## src/sv/prs_pkg.sv

```systemverilog
package prs_pkg;

    localparam int TAG_W   = 16;
    localparam int LEN_W   = 16;
    localparam int KIND_W  = 3;
    localparam int CFG_W   = 24;
    localparam int PADDR_W = 4;
    localparam int PDATA_W = 32;
    localparam int IDX_W   = 2;

    localparam logic [IDX_W-1:0] REG_RATE_ENABLED     = 2'd0;
    localparam logic [IDX_W-1:0] REG_TICK_BYTE_BUDGET = 2'd1;
    localparam logic [IDX_W-1:0] REG_BUCKET_THRESHOLD = 2'd2;

    typedef enum logic [KIND_W-1:0] {
        KIND_QUEUED   = 3'd0,
        KIND_REJECTED = 3'd1,
        KIND_DIRECT   = 3'd2,
        KIND_RELEASED = 3'd3,
        KIND_FREED    = 3'd4
    } t_kind;

    typedef enum logic [1:0] {
        ST_IDLE,
        ST_SUBMIT,
        ST_TCHECK,
        ST_TEMIT
    } t_state;

    typedef struct packed {
        logic ld;
        logic sub;
        logic pop;
        logic free;
    } t_cmd;

    typedef struct packed {
        logic can_pop;
        logic bucket_free;
    } t_sts;

endpackage

```

## src/sv/prs_dpath.sv

```systemverilog
module prs_dpath #(
    parameter int QUEUE_DEPTH = 16
) (
    input  logic                          i_clk,
    input  logic                          i_rst_n,
    input  prs_pkg::t_cmd                 i_cmd,
    output prs_pkg::t_sts                 o_sts,
    input  logic                          i_rate_enabled,
    input  logic [prs_pkg::CFG_W-1:0]     i_budget,
    input  logic [prs_pkg::CFG_W-1:0]     i_threshold,
    input  logic [prs_pkg::TAG_W-1:0]     i_tag,
    input  logic [prs_pkg::LEN_W-1:0]     i_len,
    output logic                          o_strobe,
    output logic [prs_pkg::KIND_W-1:0]    o_kind,
    output logic [prs_pkg::TAG_W-1:0]     o_tag,
    output logic [prs_pkg::LEN_W-1:0]     o_len,
    output logic                          o_last
);
    import prs_pkg::*;

    localparam int PTR_W = (QUEUE_DEPTH > 1) ? $clog2(QUEUE_DEPTH) : 1;
    localparam int CNT_W = $clog2(QUEUE_DEPTH + 1);
    localparam int TOT_W = $clog2(QUEUE_DEPTH) + LEN_W;
    localparam int CMP_W = (TOT_W > CFG_W) ? TOT_W : CFG_W;
    localparam int ENT_W = TAG_W + LEN_W;

    logic [ENT_W-1:0] r_mem [QUEUE_DEPTH];
    logic [ENT_W-1:0] r_rd;

    logic [TAG_W-1:0] r_tag;
    logic [LEN_W-1:0] r_len;
    logic [PTR_W-1:0] r_head, n_head;
    logic [PTR_W-1:0] r_tail, n_tail;
    logic [CNT_W-1:0] r_cnt, n_cnt;
    logic [TOT_W-1:0] r_tot, n_tot;
    logic [TOT_W-1:0] r_rel, n_rel;
    logic             r_strobe, n_strobe;
    t_kind            r_kind, n_kind;
    logic [TAG_W-1:0] r_otag, n_otag;
    logic [LEN_W-1:0] r_olen, n_olen;
    logic             r_last, n_last;

    logic [CMP_W-1:0] tot_x, rel_x, bud_x, thr_x;
    logic             full, admit, wr_en;
    logic [LEN_W-1:0] rd_len;
    logic [TAG_W-1:0] rd_tag;
    logic [CNT_W-1:0] pop_cnt;
    logic [TOT_W-1:0] pop_rel, pop_tot;
    logic             pop_more, pop_free;

    function automatic logic [PTR_W-1:0] ptr_inc(input logic [PTR_W-1:0] p);
        return (p == PTR_W'(QUEUE_DEPTH - 1)) ? '0 : p + PTR_W'(1);
    endfunction

    assign tot_x  = CMP_W'(r_tot);
    assign rel_x  = CMP_W'(r_rel);
    assign bud_x  = CMP_W'(i_budget);
    assign thr_x  = CMP_W'(i_threshold);
    assign full   = (r_cnt == CNT_W'(QUEUE_DEPTH));
    assign admit  = (tot_x < thr_x) && !full;
    assign wr_en  = i_cmd.sub && i_rate_enabled && admit;
    assign rd_len = r_rd[LEN_W-1:0];
    assign rd_tag = r_rd[ENT_W-1:LEN_W];

    assign pop_cnt  = r_cnt - CNT_W'(1);
    assign pop_rel  = r_rel + TOT_W'(rd_len);
    assign pop_tot  = r_tot - TOT_W'(rd_len);
    assign pop_more = (pop_cnt != '0) && (CMP_W'(pop_rel) < bud_x);
    assign pop_free = CMP_W'(pop_tot) < thr_x;

    assign o_sts.can_pop     = (r_cnt != '0) && (rel_x < bud_x);
    assign o_sts.bucket_free = tot_x < thr_x;

    always_ff @(posedge i_clk) begin
        if (wr_en) begin
            r_mem[r_tail] <= {r_tag, r_len};
        end
        r_rd <= r_mem[r_head];
    end

    always_comb begin
        n_head   = r_head;
        n_tail   = r_tail;
        n_cnt    = r_cnt;
        n_tot    = r_tot;
        n_rel    = r_rel;
        n_strobe = 1'b0;
        n_kind   = r_kind;
        n_otag   = r_otag;
        n_olen   = r_olen;
        n_last   = r_last;
        if (i_cmd.ld) begin
            n_rel = '0;
        end
        if (i_cmd.sub) begin
            n_strobe = 1'b1;
            n_otag   = r_tag;
            n_olen   = r_len;
            n_last   = 1'b1;
            if (!i_rate_enabled) begin
                n_kind = KIND_DIRECT;
            end else if (admit) begin
                n_kind = KIND_QUEUED;
                n_tail = ptr_inc(r_tail);
                n_cnt  = r_cnt + CNT_W'(1);
                n_tot  = r_tot + TOT_W'(r_len);
            end else begin
                n_kind = KIND_REJECTED;
            end
        end
        if (i_cmd.pop) begin
            n_strobe = 1'b1;
            n_kind   = KIND_RELEASED;
            n_otag   = rd_tag;
            n_olen   = rd_len;
            n_last   = !(pop_more || pop_free);
            n_head   = ptr_inc(r_head);
            n_cnt    = pop_cnt;
            n_tot    = pop_tot;
            n_rel    = pop_rel;
        end
        if (i_cmd.free) begin
            n_strobe = 1'b1;
            n_kind   = KIND_FREED;
            n_otag   = '0;
            n_olen   = '0;
            n_last   = 1'b1;
        end
    end

    always_ff @(posedge i_clk) begin
        if (!i_rst_n) begin
            r_head   <= '0;
            r_tail   <= '0;
            r_cnt    <= '0;
            r_tot    <= '0;
            r_strobe <= 1'b0;
        end else begin
            r_head   <= n_head;
            r_tail   <= n_tail;
            r_cnt    <= n_cnt;
            r_tot    <= n_tot;
            r_strobe <= n_strobe;
        end
    end

    always_ff @(posedge i_clk) begin
        r_rel  <= n_rel;
        r_kind <= n_kind;
        r_otag <= n_otag;
        r_olen <= n_olen;
        r_last <= n_last;
    end

    always_ff @(posedge i_clk) begin
        if (i_cmd.ld) begin
            r_tag <= i_tag;
            r_len <= i_len;
        end
    end

    assign o_strobe = r_strobe;
    assign o_kind   = r_kind;
    assign o_tag    = r_otag;
    assign o_len    = r_olen;
    assign o_last   = r_last;

    a_cnt_bound: assert property (@(posedge i_clk) disable iff (!i_rst_n)
        r_cnt <= CNT_W'(QUEUE_DEPTH))
        else $error("queue count beyond depth");

    a_empty_ptrs: assert property (@(posedge i_clk) disable iff (!i_rst_n)
        r_cnt == '0 |-> r_head == r_tail)
        else $error("empty queue with head and tail apart");

    a_empty_total: assert property (@(posedge i_clk) disable iff (!i_rst_n)
        r_cnt == '0 |-> r_tot == '0)
        else $error("empty queue with bytes outstanding");

    a_freed_zero: assert property (@(posedge i_clk) disable iff (!i_rst_n)
        r_strobe && r_kind == KIND_FREED |-> r_otag == '0 && r_olen == '0 && r_last)
        else $error("bucket freed result carries payload");

endmodule

```

## src/sv/prs_ctrl.sv

```systemverilog
module prs_ctrl (
    input  logic          i_clk,
    input  logic          i_rst_n,
    input  logic          i_start,
    input  logic          i_opcode,
    input  prs_pkg::t_sts i_sts,
    output prs_pkg::t_cmd o_cmd,
    output logic          o_busy
);
    import prs_pkg::*;

    t_state r_state, n_state;

    always_ff @(posedge i_clk) begin
        if (!i_rst_n) begin
            r_state <= ST_IDLE;
        end else begin
            r_state <= n_state;
        end
    end

    always_comb begin
        n_state = r_state;
        o_cmd   = '0;
        unique case (r_state)
            ST_IDLE: begin
                if (i_start) begin
                    o_cmd.ld = 1'b1;
                    n_state  = i_opcode ? ST_TCHECK : ST_SUBMIT;
                end
            end
            ST_SUBMIT: begin
                o_cmd.sub = 1'b1;
                n_state   = ST_IDLE;
            end
            ST_TCHECK: begin
                if (i_sts.can_pop) begin
                    n_state = ST_TEMIT;
                end else begin
                    o_cmd.free = i_sts.bucket_free;
                    n_state    = ST_IDLE;
                end
            end
            ST_TEMIT: begin
                o_cmd.pop = 1'b1;
                n_state   = ST_TCHECK;
            end
            default: begin
                n_state = ST_IDLE;
            end
        endcase
    end

    assign o_busy = (r_state != ST_IDLE);

    a_one_cmd: assert property (@(posedge i_clk) disable iff (!i_rst_n)
        $onehot0({o_cmd.ld, o_cmd.sub, o_cmd.pop, o_cmd.free}))
        else $error("more than one datapath command");

    a_emit_after_check: assert property (@(posedge i_clk) disable iff (!i_rst_n)
        r_state == ST_TEMIT |-> $past(r_state) == ST_TCHECK && $past(i_sts.can_pop))
        else $error("release without a passed check");

    a_accept_idle: assert property (@(posedge i_clk) disable iff (!i_rst_n)
        o_cmd.ld |=> o_busy)
        else $error("accepted transaction left controller idle");

endmodule

```

## src/sv/packet_rate_shaper_unit.sv

```systemverilog
// Channel   | Direction | Handshake          | Payload
// command   | in        | start, busy        | i_opcode, i_packet_tag, i_packet_length
// result    | out       | o_strobe (1 cycle) | o_result_kind, o_out_tag, o_out_length, o_last_result
// config    | in/out    | APB, pready high   | paddr, pwdata, prdata
//
// Submit: the result strobes on the cycle after the work cycle.
// Tick: a check, then a release and a new check for each descriptor released (one queue
// read port with registered read data); the final check issues bucket freed when due.
// Reset: synchronous, active low; clears queue pointers, count, byte total and config registers.
// The receiver cannot stall; results are taken on the cycle they strobe.
module packet_rate_shaper_unit #(
    parameter int QUEUE_DEPTH = 16
) (
    input  logic                          i_clk,
    input  logic                          i_rst_n,
    input  logic                          start,
    output logic                          busy,
    input  logic                          i_opcode,
    input  logic [prs_pkg::TAG_W-1:0]     i_packet_tag,
    input  logic [prs_pkg::LEN_W-1:0]     i_packet_length,
    output logic                          o_strobe,
    output logic [prs_pkg::KIND_W-1:0]    o_result_kind,
    output logic [prs_pkg::TAG_W-1:0]     o_out_tag,
    output logic [prs_pkg::LEN_W-1:0]     o_out_length,
    output logic                          o_last_result,
    input  logic                          psel,
    input  logic                          penable,
    input  logic                          pwrite,
    input  logic [prs_pkg::PADDR_W-1:0]   paddr,
    input  logic [prs_pkg::PDATA_W-1:0]   pwdata,
    output logic [prs_pkg::PDATA_W-1:0]   prdata,
    output logic                          pready
);
    import prs_pkg::*;

    logic             r_rate_enabled;
    logic [CFG_W-1:0] r_budget;
    logic [CFG_W-1:0] r_threshold;
    logic [IDX_W-1:0] reg_idx;
    logic             cfg_wr;
    t_cmd             cmd;
    t_sts             sts;

    assign pready  = 1'b1;
    assign reg_idx = paddr[PADDR_W-1:2];
    assign cfg_wr  = psel && penable && pwrite && pready;

    always_ff @(posedge i_clk) begin
        if (!i_rst_n) begin
            r_rate_enabled <= 1'b0;
            r_budget       <= '0;
            r_threshold    <= '0;
        end else if (cfg_wr) begin
            unique case (reg_idx)
                REG_RATE_ENABLED:     r_rate_enabled <= pwdata[0];
                REG_TICK_BYTE_BUDGET: r_budget       <= pwdata[CFG_W-1:0];
                REG_BUCKET_THRESHOLD: r_threshold    <= pwdata[CFG_W-1:0];
                default: begin
                end
            endcase
        end
    end

    always_comb begin
        unique case (reg_idx)
            REG_RATE_ENABLED:     prdata = PDATA_W'(r_rate_enabled);
            REG_TICK_BYTE_BUDGET: prdata = PDATA_W'(r_budget);
            REG_BUCKET_THRESHOLD: prdata = PDATA_W'(r_threshold);
            default:              prdata = '0;
        endcase
    end

    prs_ctrl u_ctrl (
        .i_clk    (i_clk),
        .i_rst_n  (i_rst_n),
        .i_start  (start),
        .i_opcode (i_opcode),
        .i_sts    (sts),
        .o_cmd    (cmd),
        .o_busy   (busy)
    );

    prs_dpath #(
        .QUEUE_DEPTH (QUEUE_DEPTH)
    ) u_dpath (
        .i_clk          (i_clk),
        .i_rst_n        (i_rst_n),
        .i_cmd          (cmd),
        .o_sts          (sts),
        .i_rate_enabled (r_rate_enabled),
        .i_budget       (r_budget),
        .i_threshold    (r_threshold),
        .i_tag          (i_packet_tag),
        .i_len          (i_packet_length),
        .o_strobe       (o_strobe),
        .o_kind         (o_result_kind),
        .o_tag          (o_out_tag),
        .o_len          (o_out_length),
        .o_last         (o_last_result)
    );

endmodule

```

## config.mk

```make
export PLATFORM = sky130hd
export DESIGN_NAME = packet_rate_shaper_unit
export DESIGN_NICKNAME = d
export VERILOG_FILES = /design/src/sv/prs_pkg.sv /design/src/sv/prs_dpath.sv /design/src/sv/prs_ctrl.sv /design/src/sv/packet_rate_shaper_unit.sv
export SDC_FILE = /design/constraint.sdc
export NUM_CORES = 1
export LEC_CHECK = 0
export BUFFER_PORTS_ARGS = -buffer_cell sky130_fd_sc_hd__buf_4
export CELL_PAD_IN_SITES_DETAIL_PLACEMENT = 1
export CELL_PAD_IN_SITES_GLOBAL_PLACEMENT = 1
export CORE_UTILIZATION = 32
export CTS_CLUSTER_DIAMETER = 50
export CTS_CLUSTER_SIZE = 16
export DETAILED_ROUTE_END_ITERATION = 7
export PLACE_DENSITY = 0.61
export SKIP_LAST_GASP = 1
export SYNTH_ARGS = -nofsm -noshare
export SYNTH_HDL_FRONTEND = slang
export SYNTH_SLANG_ARGS = --single-unit
```

## constraint.sdc

```tcl
create_clock -name i_clk -period 9.9 [get_ports i_clk]
set_clock_uncertainty 0.1 [all_clocks]
set_input_delay 1.98 -clock i_clk [delete_from_list [all_inputs] [get_ports i_clk]]
set_output_delay 1.98 -clock i_clk [all_outputs]
set_load 0.01 [all_outputs]
```

==> impl_metrics.tcl, run 1 <==
set metrics [dict create \
    status "finished clean" \
    holdPathEnd "u_dpath.o_kind[2]" \
    slowest_delay_ns 0.86 \
    final_nets 2370 \
    reg2regPathDepth 17 \
    syn_area_per_cell_sq_um 15.5 \
    reg2reg_to "u_dpath.o_last" \
    io_pins 146 \
    cts_tree "built" \
    cp_common_cell "buf_4" \
    cts_buffers 87 \
    required_ns 7.82 \
    layout_commonest_cell "edfxtp_1" \
    via_count 18260 \
    cp_num_buf_inv 2 \
    synth_seq_cells 717 \
    post-route-min-period_ns 5.48 \
    drv_slew 0 \
    drt_iter0_markers 1431 \
    power.density_nw_per_um2 193 \
    drt_wl_total_microns 86200 \
    drc 0 \
    cts_resized 0 \
    setup_viol 0 \
    syn-cell-area_sq_um 31200 \
    p_leak_nw 12.5 \
    ant_nets 0 \
    grt_pass1_vias 19268 \
    cts_buffer_depth 3 \
    total_power_mw 7.10 \
    yosysSeqAreaShare_pct 64.2 \
    clock_power_share_pct 46.1 \
    critPathLaunchType "primary input" \
    rsz0062_at_grt "no" \
    firstDrtPassIters 5 \
    syn_inst 2008 \
    crit_fanout 25 \
    n_antenna_cell 0 \
    end_kind "primary output" \
    die_area_sq_um 98700 \
    ir_worst_vdd_mv 0.121 \
    synth-edff-count 564 \
    hold_class "reg2reg" \
    cts_hold_buf 0 \
    seqPwrFrac_pct 48.1 \
    port_buffers 126 \
    pwr-share-comb_pct 5.8 \
    crit_slowest_cell "nor2b_2" \
    timing.hold.ws_ns 0.375 \
    tightest_slew_ns 1.28 \
    drive_above_1_share_pct 22.9 \
    yosysUniqueCellTypes 66 \
    hold_path_depth 1 \
    p_sw_mw 1.75 \
    cts.sink_count 717 \
    fp.dieH_microns 314 \
    viasPerCell 5.20 \
    switching_share_pct 24.7 \
    dp_hpwl_microns 53000 \
    grt_max_degree 92 \
    start_util_pct 32.3 \
    synth_top_cell_by_area "edfxtp_1" \
    coreArea_sq_um 96600 \
    area_growth_pct 17.7 \
    final_cell_mix "edfxtp_1 (564), mux4_2 (160), buf_4 (160), nand2_1 (148), dfxtp_1 (147)" \
    crit_arrival_ns 3.40 \
    crit_family "simple AND/OR/NAND/NOR gates" \
    clock_latency_ns 0.67 \
    async_flop_share_pct 0 \
    track_usage_pct 17.4 \
    clockRootBuffer "clkbuf_16" \
    regToRegSetupSlack_ns 5.28 \
    r2r_start "u_dpath.r_rd[4]" \
    cap_violations 0 \
    gp_congestion 0.841 \
    synth_area_leaders "edfxtp_1 (54%), mux4_2 (12%), dfxtp_1 (9.8%)" \
    synth_ff_type "edfxtp_1" \
    grt_overflow_total 0 \
    crit_type "in2out" \
    die_x_microns 314 \
    wl_per_cell_microns 24.6 \
    synth-warning-count 0 \
    fmax_ghz 0.183 \
    p_int_mw 5.34 \
    hp-start "u_dpath.o_kind[2]" \
    htreeDepth 3 \
    synth_top_cell_area_share_pct 54.3 \
    grt_pass1_wl_microns 127000 \
    crit_chain "buf_4 -> nor2b_2 -> a22o_1 -> buf_4" \
    hold_violations 0 \
    period_share_pct 55.3 \
    max_slew_margin_pct 14.5 \
    tns_ns 0 \
    cts_setup_buffers 0 \
    clkTransAtPathRegs_ns 0.06 \
    rows 114 \
    grt_antenna_before_repair 2 \
]
[layer usage]
layer	global-route usage (%)	share of wire, %	vias up
li1	-	-	8131
met3	2.61	4.0	142
met4	5.78	3.0	0
met1	24.0	46	9537
met2	28.2	47	450
met5	0	0	-
[cell families (layout without fill, tap and decap cells)]
group                    count (synthesis)  in the layout  synth area share, %
buffers and inverters                  179            397                 2.33
other                                    2              9               0.0241
XOR/XNOR                                49             49                 1.38
AO/OA/AOI/OAI                          350            350                 7.76
AND/OR/NAND/NOR                        367            367                 5.73
multiplexers                           209            209                 13.1
adder cells (fa/ha/maj)                135            135                 5.49
flip-flops                             717            717                 64.2
[synthesized netlist by cell type, drive strengths merged (5+ instances only)]
cell type and number:
edfxtp 564, mux4 160, dfxtp 153, nand2 148, ha 132, a21oi 76, inv 75, clkbuf 73
nor2 62, a21boi 53, mux2i 49, o21ai 45, a211oi 42, a21o 35, buf 31, and2 30
xnor2 30, a22o 23, and3 23, xor2 19, nand3 18, nor2b 16, nand2b 14, nor3 13
nand4 12, o21a 12, nor4 8, o211ai 7, a2111oi 5, nor3b 5, o21bai 5, o31ai 5
[worst max-delay path by stage]
stage               startpoint          to  slack, ns  cells after the start
floorplan             paddr[3]  prdata[10]       5.03                      4
global placement      paddr[3]   prdata[9]       4.48                      4
detailed placement    paddr[3]   prdata[4]       4.44                      4
CTS                   paddr[3]   prdata[4]       4.44                      4
global route          paddr[3]   prdata[9]       4.37                      4
finish                paddr[3]   prdata[8]       4.42                      4
[layout make-up]
class                      instances  area, sq um
sequential                       717        20000
inverter                          75          282
tap                             1276         1600
timing repair buffer             160         1200
clock buffer                      93         2200
fill                            9717        59900
clock inverter                    69          832
multi-input combinational       1119        10600
[power by group through the flow]
stage                     clock network, mW  registers (mW)  logic, mW
after floorplan                           0            3.46      0.209
after global placement                    0            3.47      0.406
after detailed placement                  0            3.48      0.419
after CTS                              3.35            3.41      0.421
after global routing                   3.45            3.42      0.455
final                                  3.27            3.41      0.414
[state kept, by name, summed over array words and instances, names as in the netlist, 16 cells and up]
name / cells
u_dpath.r_mem: 512
u_dpath.r_tag: 16
r_budget: 24
u_dpath.r_rel: 20
u_dpath.r_tot: 20
u_dpath.o_tag: 16
u_dpath.o_len: 16
u_dpath.r_len: 16
u_dpath.r_rd: 32
r_threshold: 24
[per-stage QoR]
step                instances  util [%]  worst slack [ns]  instance area, sq um
finish                   3509      38.0              4.42                 36700
global route             3509      38.0              4.37                 36700
CTS                      3509      38.0              4.44                 36700
detailed placement       3347      34.8              4.44                 33600
global placement         3347      34.8              4.48                 33600
floorplan                2015         -              5.03                 31200
[worst register-to-register path: cells and delay by family (launching register included)]
| family | cells | cell delay, ns |
|---|---|---|
| AOI/OAI and AO/OA | 11 | 2.70 |
| xor gates and xnor gates | 1 | 0.12 |
| adders and majority gates | 2 | 0.55 |
| buffers and inverters | 1 | 0.08 |
| DFF | 1 | 0.50 |
| and+or+nand+nor | 2 | 0.46 |
Power figures use the tool's default switching activity.
==> run 2, diff against run 1 <==
--- a/config.mk
+++ b/config.mk
@@ -5,6 +5,7 @@
 export SDC_FILE = /design/constraint.sdc
 export NUM_CORES = 1
 export LEC_CHECK = 0
+export ABC_AREA = 1
 export BUFFER_PORTS_ARGS = -buffer_cell sky130_fd_sc_hd__buf_4
 export CELL_PAD_IN_SITES_DETAIL_PLACEMENT = 1
 export CELL_PAD_IN_SITES_GLOBAL_PLACEMENT = 1
@@ -12,7 +13,7 @@
 export CTS_CLUSTER_DIAMETER = 50
 export CTS_CLUSTER_SIZE = 16
 export DETAILED_ROUTE_END_ITERATION = 7
-export PLACE_DENSITY = 0.61
+export PLACE_DENSITY = 0.64
 export SKIP_LAST_GASP = 1
 export SYNTH_ARGS = -nofsm -noshare
 export SYNTH_HDL_FRONTEND = slang
==> constraint.sdc (replaced) <==
create_clock -name i_clk -period 5.3 [get_ports i_clk]
set_clock_uncertainty 0.1 [all_clocks]
set_input_delay 1.06 -clock i_clk [delete_from_list [all_inputs] [get_ports i_clk]]
set_output_delay 1.06 -clock i_clk [all_outputs]
set_load 0.01 [all_outputs]
==> run 2 against run 1 <==
Against the previous run:
- combinational power rose to 3.2 times the previous value
- sequential share of layout area fell by 1.8 points
- first-iteration DRC count rose by 11%
- critical path depth rose by 7
- synthesized cell count rose by 55%
==> impl_metrics.tcl, run 2 <==
set metrics [dict create \
    status "finished clean" \
    n_antenna_cell 0 \
    synth_ff_type "edfxtp_1" \
    fp.dieH_microns 321 \
    gp_congestion 0.869 \
    hold_violations 0 \
    cts_tree "built" \
    synth_area_leaders "edfxtp_1 (52%), dfxtp_1 (9.4%), o21ai_0 (5.3%)" \
    via_count 23916 \
    cts_setup_buffers 0 \
    period_share_pct 70.9 \
    largest_reg_flops 512 \
    firstDrtPassIters 5 \
    coreArea_sq_um 100000 \
    hp-start "u_dpath.o_kind[2]" \
    grt_pass1_wl_microns 152000 \
    syn-cell-area_sq_um 32500 \
    pwr-share-comb_pct 9.4 \
    r2r_start "r_threshold[7]" \
    dp_hpwl_microns 65300 \
    htreeDepth 3 \
    holdPathEnd "u_dpath.o_kind[2]" \
    track_usage_pct 19.8 \
    seqPwrFrac_pct 46.4 \
    cts.sink_count 717 \
    crit_arrival_ns 3.99 \
    power.density_nw_per_um2 370 \
    critPathLaunchType "flip-flop" \
    hold_class "reg2reg" \
    clkTransAtPathRegs_ns 0.06 \
    switching_share_pct 26.3 \
    synth_top_cell_area_share_pct 52.2 \
    cts_resized 0 \
    p_leak_nw 14.1 \
    rsz0062_at_grt "no" \
    wl_per_cell_microns 22.0 \
    tightest_slew_ns 1.11 \
    cts_hold_buf 0 \
    viasPerCell 5.14 \
    async_flop_share_pct 0 \
    timing.hold.ws_ns 0.356 \
    top_register "u_dpath.r_mem" \
    regToRegSetupSlack_ns 1.54 \
    layout_commonest_cell "edfxtp_1" \
    end_kind "flip-flop" \
    hold_path_depth 2 \
    cp_num_buf_inv 2 \
    total_power_mw 14.0 \
    p_sw_mw 3.69 \
    synth-edff-count 564 \
    grt_pass1_vias 24227 \
    synth.most_common_cell "edfxtp_1" \
    synth_seq_cells 717 \
    fin_area_sq_um 37900 \
    drc 0 \
    die_x_microns 321 \
    die_area_sq_um 103000 \
    cp_common_cell "nand2_2" \
    synth-warning-count 0 \
    finalWorstSetupSlack_ns 1.54 \
    clockRootBuffer "clkbuf_16" \
    io_pins 146 \
    crit_type "reg2reg" \
    grt_overflow_total 0 \
    grt_antenna_before_repair 1 \
    ant_nets 0 \
    grt_max_degree 130 \
    place_inst 4494 \
    final_nets 3433 \
    synth_common_cells "edfxtp_1 (564), nor2_1 (454), nand2_1 (430)" \
    crit_family "simple AND/OR/NAND/NOR gates" \
    drt_wl_total_microns 102000 \
    syn_inst 3109 \
    rows 116 \
    top_regs "u_dpath.r_mem x512, u_dpath.r_rd x32" \
    pre_cts_slack_ns 1.53 \
    area_growth_pct 16.8 \
    stdcell_count 4649 \
    clock_power_share_pct 44.2 \
    finalCoreUtilization_pct 37.8 \
    cts_buffers 84 \
    drv_slew 0 \
    synth_top_cell_by_area "edfxtp_1" \
    drt_iter0_markers 1591 \
    tns_ns 0 \
    cap_violations 0 \
    slowest_delay_ns 0.73 \
    reg2regPathDepth 11 \
    reg2reg_to "u_dpath.r_mem[15][22]" \
    syn_area_per_cell_sq_um 10.4 \
    clock_latency_ns 0.69 \
    place_area_sq_um 34900 \
    drive_above_1_share_pct 12.2 \
    ir_worst_vdd_mv 0.278 \
    port_buffers 126 \
    p_int_mw 10.3 \
    yosysSeqAreaShare_pct 61.6 \
    final_cell_mix "edfxtp_1 (564), nor2_1 (450), nand2_1 (429), o21ai_0 (341), inv_1 (194)" \
    required_ns 5.53 \
    crit_slowest_cell "nor2_4" \
    cts_buffer_depth 3 \
    crit_fanout 20 \
    max_slew_margin_pct 26.2 \
    crit_chain "inv_1 -> ha_1 -> a21oi_1 -> o21a_1 -> nand2_1 -> nand2_2 -> nand2_2 -> nor2_4 -> nand2_2 -> nor2_4 -> buf_4" \
    fmax_ghz 0.266 \
    start_util_pct 32.4 \
    setup_viol 0 \
    post-route-min-period_ns 3.76 \
    yosysUniqueCellTypes 54 \
]
-- run 2: changes by cell type after synthesis, sizes merged, moves of 49 or more --
| cell | previous run | this run |
|---|---|---|
| a21boi | 53 | 1 |
| a21oi | 76 | 161 |
| inv | 75 | 207 |
| mux2i | 49 | 0 |
| mux4 | 160 | 0 |
| nand2 | 148 | 436 |
| nand3 | 18 | 138 |
| nor2 | 62 | 468 |
| o21ai | 45 | 346 |
| o221ai | 2 | 51 |
| o22ai | 3 | 101 |
-- run 2: worst max path at each step --
stage                          start                    end  slack, ns  depth (start not counted)
floorplan            r_threshold[15]    u_dpath.r_mem[0][0]       0.95                         12
global placement    u_dpath.r_tot[1]  u_dpath.r_mem[15][29]       1.61                         13
detailed placement    r_threshold[7]  u_dpath.r_mem[15][29]       1.53                         11
CTS                 u_dpath.r_tot[1]  u_dpath.r_mem[15][22]       1.54                         13
global route         u_dpath.r_rd[0]         u_dpath.o_last       1.32                         24
finish                r_threshold[7]  u_dpath.r_mem[15][22]       1.54                         11
-- run 2: cells by family (layout without fill, tap and decap cells) --
group / Yosys count / count (layout) / share of synthesized area, %
and+or+nand+nor: 1137 / 1137 / 14.8
AOI/OAI and AO/OA: 718 / 718 / 12.7
DFF: 717 / 717 / 61.6
buffers and inverters: 368 / 544 / 4.77
adders and majority gates: 135 / 135 / 5.27
xor gates and xnor gates: 32 / 32 / 0.863
other: 2 / 9 / 0.0231
-- run 2: per-layer routing --
layer / track usage [%] / routed length, microns / part of all wire [%] / vias to the layer above
met5: 0 / 0 / 0 / -
met4: 6.60 / 3220 / 3.1 / 0
met3: 2.99 / 4370 / 4.3 / 168
met2: 33.0 / 48400 / 47 / 512
met1: 26.1 / 46400 / 45 / 11994
li1: - / - / - / 11242
-- run 2: power by group through the flow --
stage               Clock, mW  Combinational [mW]  Sequential, mW
floorplan                   0               0.764            6.55
global placement            0                1.30            6.62
detailed placement          0                1.33            6.62
CTS                      6.31                1.34            6.50
global route             6.53                1.47            6.53
finish                   6.20                1.32            6.51
-- run 2: tightest hold or removal path, stage by stage, from the launching register on --
cell and delay (ns):
dfxtp_1 0.31, nand2_1 0.06, nand2_1 0.04
-- run 2: final cells by class --
class                           instances  area (sq um)
Inverter                              208           801
Fill cell                           11084         62400
Multi-Input combinational cell       2031         11100
Timing Repair Buffer                  181          1360
Tap cell                             1357          1700
Sequential cell                       717         20000
Clock buffer                           94          2210
Clock inverter                         61           795
==> run 3, diff against run 2 <==
--- a/config.mk
+++ b/config.mk
@@ -13,7 +13,7 @@
 export CTS_CLUSTER_DIAMETER = 50
 export CTS_CLUSTER_SIZE = 16
 export DETAILED_ROUTE_END_ITERATION = 7
-export PLACE_DENSITY = 0.64
+export PLACE_DENSITY = 0.66
 export SKIP_LAST_GASP = 1
 export SYNTH_ARGS = -nofsm -noshare
 export SYNTH_HDL_FRONTEND = slang
==> constraint.sdc (replaced) <==
create_clock -name i_clk -period 3.2 [get_ports i_clk]
set_clock_uncertainty 0.1 [all_clocks]
set_input_delay 0.64 -clock i_clk [delete_from_list [all_inputs] [get_ports i_clk]]
set_output_delay 0.64 -clock i_clk [all_outputs]
set_load 0.01 [all_outputs]
==> run 3 against run 2 <==
Against the previous run:
- the run now ends with negative setup slack left
- maximum frequency is 16% higher
- sequential power increased by 66%
- die area unchanged
- sequential cell count stayed put
- combinational power up 86%
- utilization increased by 1.4 points
- final area grew 3.7%
- clock power rose by 57%
- wire length grew 2.7%
- setup slack worse by 1.6 ns
- critical path type unchanged
==> impl_metrics.tcl, run 3 (synthesized netlist as in run 2, its figures left out) <==
set metrics [dict create \
    status "complete, but fails checks" \
    violations "negative setup slack" \
    required_ns 3.69 \
    power.density_nw_per_um2 583 \
    via_count 24595 \
    die_x_microns 321 \
    area_growth_pct 21.1 \
    pre_cts_slack_ns -0.185 \
    grt_pass1_wl_microns 156000 \
    rsz0062_at_grt "yes" \
    stdcell_count 4766 \
    coreArea_sq_um 100000 \
    max_slew_margin_pct 41.5 \
    top_regs "u_dpath.r_mem x512, u_dpath.r_rd x32" \
    slowest_delay_ns 0.44 \
    r2r_start "u_dpath.r_rel[1]" \
    drv_slew 0 \
    grt_antenna_before_repair 2 \
    gp_congestion 0.871 \
    rows 116 \
    hold_violations 0 \
    cts_buffer_depth 3 \
    pwr-share-comb_pct 10.7 \
    drive_above_1_share_pct 15.9 \
    ir_worst_vdd_mv 0.606 \
    cp_num_buf_inv 2 \
    grt_overflow_total 0 \
    clockRootBuffer "clkbuf_16" \
    largest_reg_flops 512 \
    post-route-min-period_ns 3.24 \
    crit_family "simple AND/OR/NAND/NOR gates" \
    p_int_mw 16.8 \
    clkTransAtPathRegs_ns 0.06 \
    crit_type "reg2reg" \
    top_register "u_dpath.r_mem" \
    track_usage_pct 20.3 \
    hold_path_depth 1 \
    crit_start "u_dpath.r_rel[1]" \
    cts_hold_buf 0 \
    hp-start "i_packet_tag[7]" \
    seqPwrFrac_pct 46.9 \
    clock_latency_ns 0.67 \
    tightest_slew_ns 0.878 \
    cap_violations 0 \
    cts.sink_count 717 \
    drc 0 \
    crit_chain "ha_1 -> nand2_1 -> nand2_1 -> o21ai_2 -> inv_1 -> nand3_1 -> nand3_2 -> nand3_1 -> nand2_1 -> or2_1 -> nand2_1 -> inv_1 -> ha_1 -> nand4_1 -> nor2_2 -> nand4_1 -> nor2_1 -> nand2_1 -> nand2_2 -> nand2_1 -> nand2_1 -> nand2_1 -> nand3_1" \
    grt_max_degree 131 \
    crit_slowest_cell "edfxtp_1" \
    clock_power_share_pct 42.3 \
    htreeDepth 3 \
    reg2regPathDepth 23 \
    die_area_sq_um 103000 \
    port_buffers 126 \
    cts_tree "built" \
    end_kind "flip-flop" \
    start_util_pct 32.4 \
    setup_viol 1 \
    cp_common_cell "nand2_1" \
    reg2reg_to "u_dpath.o_last" \
    layout_commonest_cell "edfxtp_1" \
    firstDrtPassIters 5 \
    final_nets 3552 \
    switching_share_pct 26.6 \
    fp.dieH_microns 321 \
    drt_iter0_markers 1615 \
    dp_hpwl_microns 69800 \
    place_inst 4605 \
    holdPathEnd "u_dpath.r_tag[7]" \
    finalWorstSetupSlack_ns -0.0367 \
    viasPerCell 5.16 \
    regToRegSetupSlack_ns -0.04 \
    p_leak_nw 14.9 \
    period_share_pct 101 \
    wl_per_cell_microns 22.1 \
    p_sw_mw 6.10 \
    io_pins 146 \
    ant_nets 0 \
    crit_arrival_ns 3.72 \
    final_cell_mix "edfxtp_1 (564), nor2_1 (448), nand2_1 (424), o21ai_0 (340), buf_4 (271)" \
    critPathLaunchType "flip-flop" \
    n_antenna_cell 0 \
    crit_fanout 3 \
    fmax_ghz 0.309 \
    grt_pass1_vias 25273 \
    cts_buffers 80 \
    hold_class "in2reg" \
    drt_wl_total_microns 105000 \
]
run 3: cell types whose count changed in the layout (fill, tap and decap cells not counted), moves of 5 or more:
cell / before / now
nor3_4: 0 / 15
buf_12: 0 / 33
ha_1: 132 / 125
nor3_2: 16 / 2
a21oi_2: 2 / 7
clkbuf_16: 86 / 81
a21oi_1: 158 / 153
nand2_2: 6 / 11
buf_4: 181 / 271
ha_4: 0 / 6
nand2_1: 429 / 424
run 3: metrics by stage:
stage          instance area (sq um)  hold slack [ns]  setup TNS [ns]  utilization, %  power (mW)
2_1_floorplan                  32600            0.344          -75.25               -        12.1
3_3_place_gp                   36300            0.347          -0.143            36.2        13.3
3_5_place_dp                   36300            0.357          -0.185            36.2        13.3
4_1_cts                        39300          0.00369        -0.00937            39.2        23.1
5_1_grt                        39300           0.0118          -0.445            39.2        23.7
6_report                       39300           0.0391         -0.0367            39.2        22.9
run 3: worst max path at each step:
stage	slack, ns	depth (start not counted)	endpoint
global placement	-0.14	25	u_dpath.o_last
finish	-0.04	23	u_dpath.o_last
floorplan	-0.17	12	u_dpath.r_mem[11][0]
detailed placement	-0.18	23	u_dpath.o_last
CTS	-0.009	25	u_dpath.o_last
global route	-0.29	21	u_dpath.o_last
run 3: final cells by class:
cell class,instances,area [sq um]
fillers,11029,61000
flip-flops and latches,717,20000
multi-input cells,2031,11300
repair buffers,304,2700
clock buffers,94,2120
well taps,1357,1700
inverters,208,797
clock inverters,55,704
run 3: per-layer routing:
layer  up-vias  GRT usage, %  routed length [microns]
met5         -             0                        0
met4         0          6.90                     3430
met3       167          3.20                     4630
met2       558          34.3                    50400
met1     12370          26.3                    46700
li1      11500             -                        -
run 3: power by group through the flow:
stage               logic [mW]  clock network [mW]  registers (mW)
floorplan                 1.27                   0            10.8
global placement          2.32                   0            10.9
detailed placement        2.39                   0            11.0
CTS                       2.46                9.92            10.8
global route              2.70                10.2            10.8
finish                    2.46                9.71            10.8
run 3: timing repair:
action	CTS	global route
gates resized for setup	19	9
endpoints found under the setup margin	1	2
buffers inserted	11	1
pin swaps	8	8
